`src/hw/rtl/iiee_pkg.sv`:
```
// ============================================================================
// iiee_pkg
// Shared types and constants for the left-to-right integer expression
// evaluator: character codes, status codes and the arithmetic unit handshake.
// ============================================================================
`default_nettype none

package iiee_pkg;

  localparam int VALUE_WIDTH_DEF = 32;
  localparam int CHAR_W          = 8;
  localparam int VALUE_OUT_W     = 32;
  localparam int STATUS_W        = 3;

  localparam logic [CHAR_W-1:0] CH_PLUS  = 8'h2B;
  localparam logic [CHAR_W-1:0] CH_MINUS = 8'h2D;
  localparam logic [CHAR_W-1:0] CH_STAR  = 8'h2A;
  localparam logic [CHAR_W-1:0] CH_SLASH = 8'h2F;
  localparam logic [CHAR_W-1:0] CH_SPACE = 8'h20;
  localparam logic [CHAR_W-1:0] CH_ZERO  = 8'h30;
  localparam logic [CHAR_W-1:0] CH_NINE  = 8'h39;

  localparam logic [STATUS_W-1:0] ST_OK         = 3'd0;
  localparam logic [STATUS_W-1:0] ST_EXPECT_NUM = 3'd1;
  localparam logic [STATUS_W-1:0] ST_ENDS_OP    = 3'd2;
  localparam logic [STATUS_W-1:0] ST_EMPTY      = 3'd3;
  localparam logic [STATUS_W-1:0] ST_DIV_ZERO   = 3'd4;
  localparam logic [STATUS_W-1:0] ST_BAD_OP     = 3'd5;

  typedef enum logic [1:0] {
    ALU_ADD = 2'd0,
    ALU_SUB = 2'd1,
    ALU_MUL = 2'd2,
    ALU_DIV = 2'd3
  } alu_op_t;

  typedef struct packed {
    logic    start;
    alu_op_t op;
  } alu_ctl_t;

endpackage

`default_nettype wire

```
`src/hw/rtl/iiee_if.sv`:
```
// ============================================================================
// iiee_if
// Valid/ready channels: text characters in, evaluated results out.
// ============================================================================
`default_nettype none

interface iiee_char_if;
  import iiee_pkg::*;

  logic              valid;
  logic              ready;
  logic [CHAR_W-1:0] character;
  logic              end_of_line;

  modport source (output valid, character, end_of_line, input ready);
  modport sink   (input valid, character, end_of_line, output ready);
endinterface

interface iiee_res_if;
  import iiee_pkg::*;

  logic                          valid;
  logic                          ready;
  logic signed [VALUE_OUT_W-1:0] value;
  logic [STATUS_W-1:0]           status;

  modport source (output valid, value, status, input ready);
  modport sink   (input valid, value, status, output ready);
endinterface

`default_nettype wire

```
`src/hw/rtl/iiee_alu.sv`:
```
// ============================================================================
// iiee_alu
// Iterative arithmetic unit built round one shared adder: add and subtract
// in one step, shift-add multiply and restoring signed divide one bit a step.
// ============================================================================
`default_nettype none

module iiee_alu #(
  parameter int VALUE_WIDTH = iiee_pkg::VALUE_WIDTH_DEF
) (
  input  wire logic                   clk,
  input  wire logic                   rst,
  input  wire iiee_pkg::alu_ctl_t     ctl,
  input  wire logic [VALUE_WIDTH-1:0] a,
  input  wire logic [VALUE_WIDTH-1:0] b,
  output logic                        done,
  output logic [VALUE_WIDTH-1:0]      res
);
  import iiee_pkg::*;

  localparam int VW = VALUE_WIDTH;
  localparam int CW = $clog2(VW);
  localparam logic [CW-1:0] CNT_LAST = CW'(VW - 1);

  typedef enum logic [6:0] {
    U_IDLE = 7'b0000001,
    U_ADD  = 7'b0000010,
    U_MUL  = 7'b0000100,
    U_NEGA = 7'b0001000,
    U_NEGB = 7'b0010000,
    U_DIV  = 7'b0100000,
    U_FIX  = 7'b1000000
  } ustate_t;

  ustate_t       state;
  logic [VW-1:0] ra;
  logic [VW-1:0] rb;
  logic [VW-1:0] rq;
  logic [CW-1:0] cnt;
  logic          sub;
  logic          negq;

  logic [VW:0] add_x;
  logic [VW:0] add_y;
  logic        add_cin;
  logic [VW:0] sum;

  // shared adder operand selection
  always_comb begin
    add_x   = '0;
    add_y   = '0;
    add_cin = 1'b0;
    case (state)
      U_ADD: begin
        add_x   = {1'b0, ra};
        add_y   = sub ? ~{1'b0, rb} : {1'b0, rb};
        add_cin = sub;
      end
      U_MUL: begin
        add_x = {1'b0, ra};
        add_y = {1'b0, rb};
      end
      U_NEGA: begin
        add_y   = ~{1'b0, ra};
        add_cin = 1'b1;
      end
      U_NEGB: begin
        add_y   = ~{1'b0, rb};
        add_cin = 1'b1;
      end
      U_DIV: begin
        add_x   = {ra, rq[VW-1]};
        add_y   = ~{1'b0, rb};
        add_cin = 1'b1;
      end
      U_FIX: begin
        add_y   = ~{1'b0, rq};
        add_cin = 1'b1;
      end
      default: begin
        add_x = '0;
      end
    endcase
    sum = add_x + add_y + (VW+1)'(add_cin);
  end

  always_ff @(posedge clk) begin
    if (rst) begin
      state <= U_IDLE;
      done  <= 1'b0;
    end else begin
      case (state)
        U_IDLE: begin
          done <= 1'b0;
          if (ctl.start) begin
            sub  <= (ctl.op == ALU_SUB);
            negq <= a[VW-1] ^ b[VW-1];
            cnt  <= '0;
            case (ctl.op)
              ALU_MUL: begin
                ra    <= '0;
                rb    <= a;
                rq    <= b;
                state <= U_MUL;
              end
              ALU_DIV: begin
                ra    <= a;
                rb    <= b;
                state <= U_NEGA;
              end
              default: begin
                ra    <= a;
                rb    <= b;
                state <= U_ADD;
              end
            endcase
          end
        end
        U_ADD: begin
          res   <= sum[VW-1:0];
          done  <= 1'b1;
          state <= U_IDLE;
        end
        U_MUL: begin
          if (rq[0]) begin
            ra <= sum[VW-1:0];
          end
          rb   <= rb << 1;
          rq   <= rq >> 1;
          cnt  <= cnt + 1'b1;
          done <= (cnt == CNT_LAST);
          if (cnt == CNT_LAST) begin
            res   <= rq[0] ? sum[VW-1:0] : ra;
            state <= U_IDLE;
          end
        end
        U_NEGA: begin
          done <= 1'b0;
          if (ra[VW-1]) begin
            ra <= sum[VW-1:0];
          end
          state <= U_NEGB;
        end
        U_NEGB: begin
          done <= 1'b0;
          if (rb[VW-1]) begin
            rb <= sum[VW-1:0];
          end
          rq    <= ra;
          ra    <= '0;
          state <= U_DIV;
        end
        U_DIV: begin
          done <= 1'b0;
          // no borrow: the trial subtraction stands
          ra  <= sum[VW] ? {ra[VW-2:0], rq[VW-1]} : sum[VW-1:0];
          rq  <= {rq[VW-2:0], ~sum[VW]};
          cnt <= cnt + 1'b1;
          if (cnt == CNT_LAST) begin
            state <= U_FIX;
          end
        end
        U_FIX: begin
          res   <= negq ? sum[VW-1:0] : rq;
          done  <= 1'b1;
          state <= U_IDLE;
        end
        default: begin
          done  <= 1'b0;
          state <= U_IDLE;
        end
      endcase
    end
  end

endmodule

`default_nettype wire

```
`src/hw/rtl/infix_integer_expression_evaluator.sv`:
```
// ============================================================================
// infix_integer_expression_evaluator
// Character-serial parser and sequencer for left-to-right + - * / integer
// expressions, with one iterative arithmetic unit and a registered result.
// ============================================================================
//
//   channel  | dir | beat fields               | notes
//   ---------+-----+---------------------------+------------------------------
//   text     | in  | character, end_of_line    | one byte of the line per beat
//   result   | out | value, status             | one beat per end-of-line mark
//
// Digits, spaces and parse errors are taken in S_IDLE; an end-of-line beat
// leads on to S_EMIT for the result. A fold waits in S_FOLD for iiee_alu,
// whose shared adder steps one bit a cycle for * and /. text.ready is low
// while a fold runs or a finished result waits for the output register to
// empty.
// Synchronous reset clears the parser and drops any result not yet taken.
//
`default_nettype none

module infix_integer_expression_evaluator #(
  parameter int VALUE_WIDTH = iiee_pkg::VALUE_WIDTH_DEF
) (
  input wire logic clk,
  input wire logic rst,
  iiee_char_if.sink  text,
  iiee_res_if.source result
);
  import iiee_pkg::*;

  localparam int VW = VALUE_WIDTH;

  typedef enum logic [2:0] {
    PH_FIRST    = 3'b001,
    PH_NUMBER   = 3'b010,
    PH_AFTER_OP = 3'b100
  } phase_t;

  typedef enum logic [2:0] {
    S_IDLE = 3'b001,
    S_FOLD = 3'b010,
    S_EMIT = 3'b100
  } seq_t;

  seq_t                state;
  phase_t              phase;
  logic [VW-1:0]       acc;
  logic [VW-1:0]       running;
  logic [CHAR_W-1:0]   pending;
  logic                have_first;
  logic [STATUS_W-1:0] perr;
  logic [STATUS_W-1:0] eerr;
  logic                final_line;

  logic                accept;
  logic                is_digit;
  logic                active;
  logic [VW-1:0]       digit;
  logic [VW-1:0]       acc_x10;
  logic [VW-1:0]       acc_next;
  phase_t              phase_next;
  logic [STATUS_W-1:0] perr_next;
  logic [STATUS_W-1:0] eerr_next;
  logic                do_fold;
  logic                alu_start;
  alu_op_t             alu_op;

  alu_ctl_t            alu_ctl;
  logic                alu_done;
  logic [VW-1:0]       alu_res;

  logic                       emit;
  logic [STATUS_W-1:0]        status_next;
  logic [VW+VALUE_OUT_W-1:0]  value_ext;

  assign text.ready = (state == S_IDLE);
  assign accept     = text.valid && text.ready;

  always_comb begin
    is_digit   = text.character inside {[CH_ZERO:CH_NINE]};
    active     = (perr == ST_OK) && (text.character != CH_SPACE);
    digit      = VW'(text.character[3:0]);
    acc_x10    = (acc << 3) + (acc << 1) + digit;
    acc_next   = acc;
    phase_next = phase;
    perr_next  = perr;
    eerr_next  = eerr;
    do_fold    = 1'b0;
    alu_start  = 1'b0;
    alu_op     = ALU_ADD;

    if (active) begin
      if (is_digit) begin
        acc_next   = (phase == PH_NUMBER) ? acc_x10 : digit;
        phase_next = PH_NUMBER;
      end else if (phase == PH_NUMBER) begin
        do_fold    = 1'b1;
        phase_next = PH_AFTER_OP;
      end else begin
        perr_next = ST_EXPECT_NUM;
      end
    end

    if (text.end_of_line && perr_next == ST_OK) begin
      case (phase_next)
        PH_FIRST:    perr_next = ST_EMPTY;
        PH_AFTER_OP: perr_next = ST_ENDS_OP;
        default:     do_fold = 1'b1;
      endcase
    end

    // fold against the operator left of this number
    if (do_fold && have_first && eerr == ST_OK) begin
      case (pending)
        CH_PLUS: begin
          alu_start = 1'b1;
          alu_op    = ALU_ADD;
        end
        CH_MINUS: begin
          alu_start = 1'b1;
          alu_op    = ALU_SUB;
        end
        CH_STAR: begin
          alu_start = 1'b1;
          alu_op    = ALU_MUL;
        end
        CH_SLASH: begin
          if (acc_next == '0) begin
            eerr_next = ST_DIV_ZERO;
          end else begin
            alu_start = 1'b1;
            alu_op    = ALU_DIV;
          end
        end
        default: begin
          eerr_next = ST_BAD_OP;
        end
      endcase
    end
  end

  assign alu_ctl.start = accept && alu_start;
  assign alu_ctl.op    = alu_op;

  iiee_alu #(
    .VALUE_WIDTH (VALUE_WIDTH)
  ) u_alu (
    .clk  (clk),
    .rst  (rst),
    .ctl  (alu_ctl),
    .a    (running),
    .b    (acc_next),
    .done (alu_done),
    .res  (alu_res)
  );

  assign emit = (state == S_EMIT) && (!result.valid || result.ready);

  always_comb begin
    if (perr != ST_OK) begin
      status_next = perr;
    end else begin
      status_next = eerr;
    end
    value_ext = {{VALUE_OUT_W{1'b0}}, running};
  end

  always_ff @(posedge clk) begin
    if (rst) begin
      state        <= S_IDLE;
      phase        <= PH_FIRST;
      acc          <= '0;
      running      <= '0;
      pending      <= '0;
      have_first   <= 1'b0;
      perr         <= ST_OK;
      eerr         <= ST_OK;
      final_line   <= 1'b0;
      result.valid <= 1'b0;
    end else begin
      if (emit) begin
        result.valid <= 1'b1;
      end else if (result.ready) begin
        result.valid <= 1'b0;
      end

      case (state)
        S_IDLE: begin
          if (accept) begin
            acc        <= acc_next;
            phase      <= phase_next;
            perr       <= perr_next;
            eerr       <= eerr_next;
            final_line <= text.end_of_line;
            if (active && !is_digit && phase == PH_NUMBER) begin
              pending <= text.character;
            end
            if (do_fold && !have_first) begin
              running    <= acc_next;
              have_first <= 1'b1;
            end
            if (alu_start) begin
              state <= S_FOLD;
            end else if (text.end_of_line) begin
              state <= S_EMIT;
            end
          end
        end
        S_FOLD: begin
          if (alu_done) begin
            running <= alu_res;
            state   <= final_line ? S_EMIT : S_IDLE;
          end
        end
        S_EMIT: begin
          if (emit) begin
            result.status <= status_next;
            result.value  <= (status_next == ST_OK) ? value_ext[VALUE_OUT_W-1:0] : '0;
            phase         <= PH_FIRST;
            acc           <= '0;
            running       <= '0;
            pending       <= '0;
            have_first    <= 1'b0;
            perr          <= ST_OK;
            eerr          <= ST_OK;
            final_line    <= 1'b0;
            state         <= S_IDLE;
          end
        end
        default: begin
          state <= S_IDLE;
        end
      endcase
    end
  end

endmodule

`default_nettype wire

```
`src/flat_wrapper.sv`:
```
// flat-port wrapper written by rule: the top's interface ports become plain ports
module infix_integer_expression_evaluator_flat import iiee_pkg::*;
#(
  parameter int VALUE_WIDTH = iiee_pkg::VALUE_WIDTH_DEF
)
  (clk, rst, text_valid, text_character, text_end_of_line, text_ready, result_valid, result_value, result_status, result_ready);
  iiee_char_if text_i ();
  iiee_res_if result_i ();
  input wire logic clk;
  input wire logic rst;
  input wire logic [$bits(text_i.valid)-1:0] text_valid;
  input wire logic [$bits(text_i.character)-1:0] text_character;
  input wire logic [$bits(text_i.end_of_line)-1:0] text_end_of_line;
  output wire logic [$bits(text_i.ready)-1:0] text_ready;
  output wire logic [$bits(result_i.valid)-1:0] result_valid;
  output wire logic [$bits(result_i.value)-1:0] result_value;
  output wire logic [$bits(result_i.status)-1:0] result_status;
  input wire logic [$bits(result_i.ready)-1:0] result_ready;
  assign text_i.valid = text_valid;
  assign text_i.character = text_character;
  assign text_i.end_of_line = text_end_of_line;
  assign text_ready = text_i.ready;
  assign result_valid = result_i.valid;
  assign result_value = result_i.value;
  assign result_status = result_i.status;
  assign result_i.ready = result_ready;
  infix_integer_expression_evaluator #(.VALUE_WIDTH(VALUE_WIDTH)) u_core (.clk(clk), .rst(rst), .text(text_i), .result(result_i));
endmodule
```
`config.mk`:
```
export PLATFORM = sky130hd
export DESIGN_NAME = infix_integer_expression_evaluator_flat
export DESIGN_NICKNAME = d
export VERILOG_FILES = /design/src/hw/rtl/iiee_pkg.sv /design/src/hw/rtl/iiee_if.sv /design/src/hw/rtl/iiee_alu.sv /design/src/hw/rtl/infix_integer_expression_evaluator.sv /design/src/flat_wrapper.sv
export SDC_FILE = /design/constraint.sdc
export NUM_CORES = 1
export LEC_CHECK = 0
export ABC_AREA = 1
export BUFFER_PORTS_ARGS = -buffer_cell sky130_fd_sc_hd__clkbuf_2
export CORE_MARGIN = 1
export CORE_UTILIZATION = 55
export DETAILED_ROUTE_END_ITERATION = 6
export PLACE_DENSITY = 0.77
export SYNTH_ARGS = -nofsm -noshare
export SYNTH_HDL_FRONTEND = slang
export SYNTH_SLANG_ARGS = --single-unit
export TNS_END_PERCENT = 1
```
`constraint.sdc`:
```
create_clock -name clk -period 13.05 [get_ports clk]
set_input_delay 1.9575 -clock clk [delete_from_list [all_inputs] [get_ports clk]]
set_output_delay 1.9575 -clock clk [all_outputs]
set_load 0.02 [all_outputs]
```
==> results.cfg <==
[status]
status = complete, but fails checks
violations = DRC

[critical_path]
required_ns = 13.34
worstPathMaxFanout = 42
crit_type = reg -> reg
critPathLaunchType = register
arrival_ns = 7.10
cp-end-kind = register

[grt]
antenna_found_initial = 0
grt_pass1_vias = 17700
grt_max_degree = 97
overflow = 0
grt_pass1_wl_um = 98630
grt_usage_pct = 35.39

[floorplan]
ioPinCount = 50
start_util_pct = 56.18
coreArea_mm2 = 0.03370
die_h_um = 187.5
die_width_um = 187.5
num_rows = 67
die-area_mm2 = 0.03517

[sta]
grt_setup_unrepaired = false
finalMaxSlewViolations = 0
setup_violations = 0
fmax_mhz = 146.8
finalClockSkew_ns = 0.01684
slew_headroom_pct = 18.76
period_share_pct = 52.20
finalSetupTns_ns = 0
hold_violations = 0
tightest_slew_ns = 1.216
finalCriticalPeriod_ns = 6.812

[logic_synthesis]
synth_top_family_by_area = simple AND/OR/NAND/NOR gates
synth_nets = 2755
ys_warn_count = 0
synthMuxAreaShare_pct = 0
synth_compound_area_share_pct = 20.81
yosys-top-cells-count = nand2_1 (712), inv_1 (341), a21oi_1 (234), o21ai_0 (205), nor2_1 (185)
synth_adder_area_share_pct = 6.437
yosysMostFrequentCell = nand2_1
synth-simple-area-share_pct = 24.64
seq_area_frac_synth_pct = 36.90
netlist_top_cells_area = edfxtp_1 (27%), nand2_1 (14%), dfxtp_1 (9.9%), inv_1 (6.8%), a21oi_1 (6.2%)
synth_area_mm2 = 0.01893
syn_avg_cell_area_um2 = 7.152
ys_ff_latch = 264
synth_cells = 2647
async_reset_ff_share_pct = 0
synth_xor_area_share_pct = 1.712
synth_flop_cell = edfxtp_1
synth_cell_types = 62
synth_top_area_share_pct = 26.96
synth.largest_area_cell = edfxtp_1
synth-edff-count = 170

[clock_tree]
cts_root_buffer = clkbuf_16
cts_buffers = 28
cts.clk_slew.worst_paths_ns = 0.07
htree_levels = 1
post-cts-setup-buffer-count = 0
postCtsHoldBufs = 0
cts.sinks = 264
clockBufferDepth = 3
clk_latency_ns = 0.56
cts_tree = yes
post_cts_resized = 0

[power_and_ir_drop]
power_density_mw_per_mm2 = 140.1
leakage_nw = 9.254
vdd_ir_drop_max_uv = 96.48

[drt]
drcViolationCount = 3
drtIter0Drc = 2775
antenna_left = 0
viasPerCell = 6.162
post_drt_wl_per_cell_um = 20.33
dr.pass1.iters = 7
vias = 19170
totalWireLength_um = 63220

[placed_design]
gp_congestion = 0.9502
port_buffers = 49
post-place-cells = 3058
dp_hpwl_um = 45650

[finish]
seq_area_mm2 = 0.006987
multi_input_area_mm2 = 0.01020
fill_cells = 3153
area_delta_synth_final_pct = 8.393
final-instance-count-excl-fill = 3110
diodes = 0
design.final.nets = 2748
layout-drive-gt1-share_pct = 6.612

[job]
maxCapViolCount = 0

[hold_path]
min_path_type = reg -> reg
==> cells in the final DEF, fill, tap and decap left out, types with 45 or more instances in the layout <==
| cell type | count |
|---|---|
| ha_1 | 91 |
| inv_1 | 341 |
| dfxtp_1 | 94 |
| edfxtp_1 | 170 |
| clkbuf_2 | 49 |
| a21oi_1 | 234 |
| o22ai_1 | 63 |
| nor2_1 | 178 |
| nand3_1 | 131 |
| o2111ai_1 | 45 |
| nand2_1 | 711 |
| o21ai_0 | 205 |
==> per-layer routing <==
| layer | vias up | track usage (%) | wire, um | part of all wire, % |
|---|---|---|---|---|
| met2 | 1204 | 54.76 | 27450 | 43 |
| met3 | 121 | 7.393 | 7818 | 12 |
| met4 | 0 | 9.819 | 1716 | 2.7 |
| met5 | - | 0 | 0 | 0 |
| met1 | 8838 | 49.98 | 26240 | 42 |
| li1 | 9002 | - | - | - |
==> logic make-up after synthesis <==
logic type | count (synthesis)
buf+inv | 467
fa+ha+maj | 95
simple gates | 1124
flops | 264
xor+xnor | 37
compound gates | 660
==> final timing paths <==
kind	start	end	slack, ns	cells past startpoint
worst max-delay path	u_core.u_alu.state[2]	u_core.u_alu.ra[31]	6.24	27
worst min-delay path	u_core.pending[7]	u_core.pending[7]	0.47	2
worst max register to register	u_core.u_alu.state[2]	u_core.u_alu.ra[31]	6.24	27
worst min register to register	u_core.pending[7]	u_core.pending[7]	0.47	2
==> power breakdown <==
part / total, mW / switching (mW) / internal, mW
Sequential: 1.22 / 0.125 / 1.10
Combinational: 0.805 / 0.596 / 0.209
Clock: 0.846 / 0.355 / 0.491
Total: 2.87 / 1.08 / 1.80
==> final cells by class <==
type / instances / area share, %
flip-flops and latches: 264 / 34.05
clock buffers: 41 / 4.311
inverters: 351 / 6.433
repair buffers: 79 / 2.293
multi-input cells: 1916 / 49.73
clock inverters: 11 / 0.4573
well taps: 448 / 2.732
==> registers in the layout (all words and copies together) (netlist names), 5 cells and up <==
name	count
u_core.pending	8
u_core.u_alu.state	7
u_core.u_alu.rq	32
u_core.u_alu.ra	32
u_core.u_alu.cnt	5
u_core.u_alu.rb	32
u_core.result.value	32
u_core.running	32
u_core.acc	32
u_core.u_alu.res	32
==> metrics by stage <==
stage	total power, mW	cell area, um^2	utilization (%)	setup slack [ns]	hold slack [ns]
final	2.875	20520	60.89	6.238	0.4697
after global routing	2.983	20520	60.89	5.753	0.4946
after CTS	2.842	20520	60.89	6.415	0.4661
after detailed placement	2.005	19540	57.99	6.234	0.4561
after global placement	1.984	19540	57.99	6.315	0.4519
after floorplan	1.725	18930	-	5.872	0.4410
==> critical path: stages, from the launching register on <==
cell and delay, ns:
dfxtp_1 0.32, nor2_1 0.16, inv_1 0.07, nor4_1 0.56, inv_1 0.22, or2_2 0.33, nand2_1 0.06, buf_4 0.37
nand2_1 0.10, o2111ai_1 0.13, fa_1 0.28, inv_1 0.07, fa_1 0.41, o21ai_0 0.37, nand3_1 0.13, nand2_1 0.13
a21o_1 0.16, nand2_1 0.06, nand2_1 0.13, nand4_1 0.12, nand3_1 0.09, nand2_1 0.31, inv_2 0.73, nor2_1 0.13
nor2_1 0.61, inv_2 0.24, nand2_1 0.14, nand4_1 0.10
Note: power is estimated with default switching activity, not from simulation.
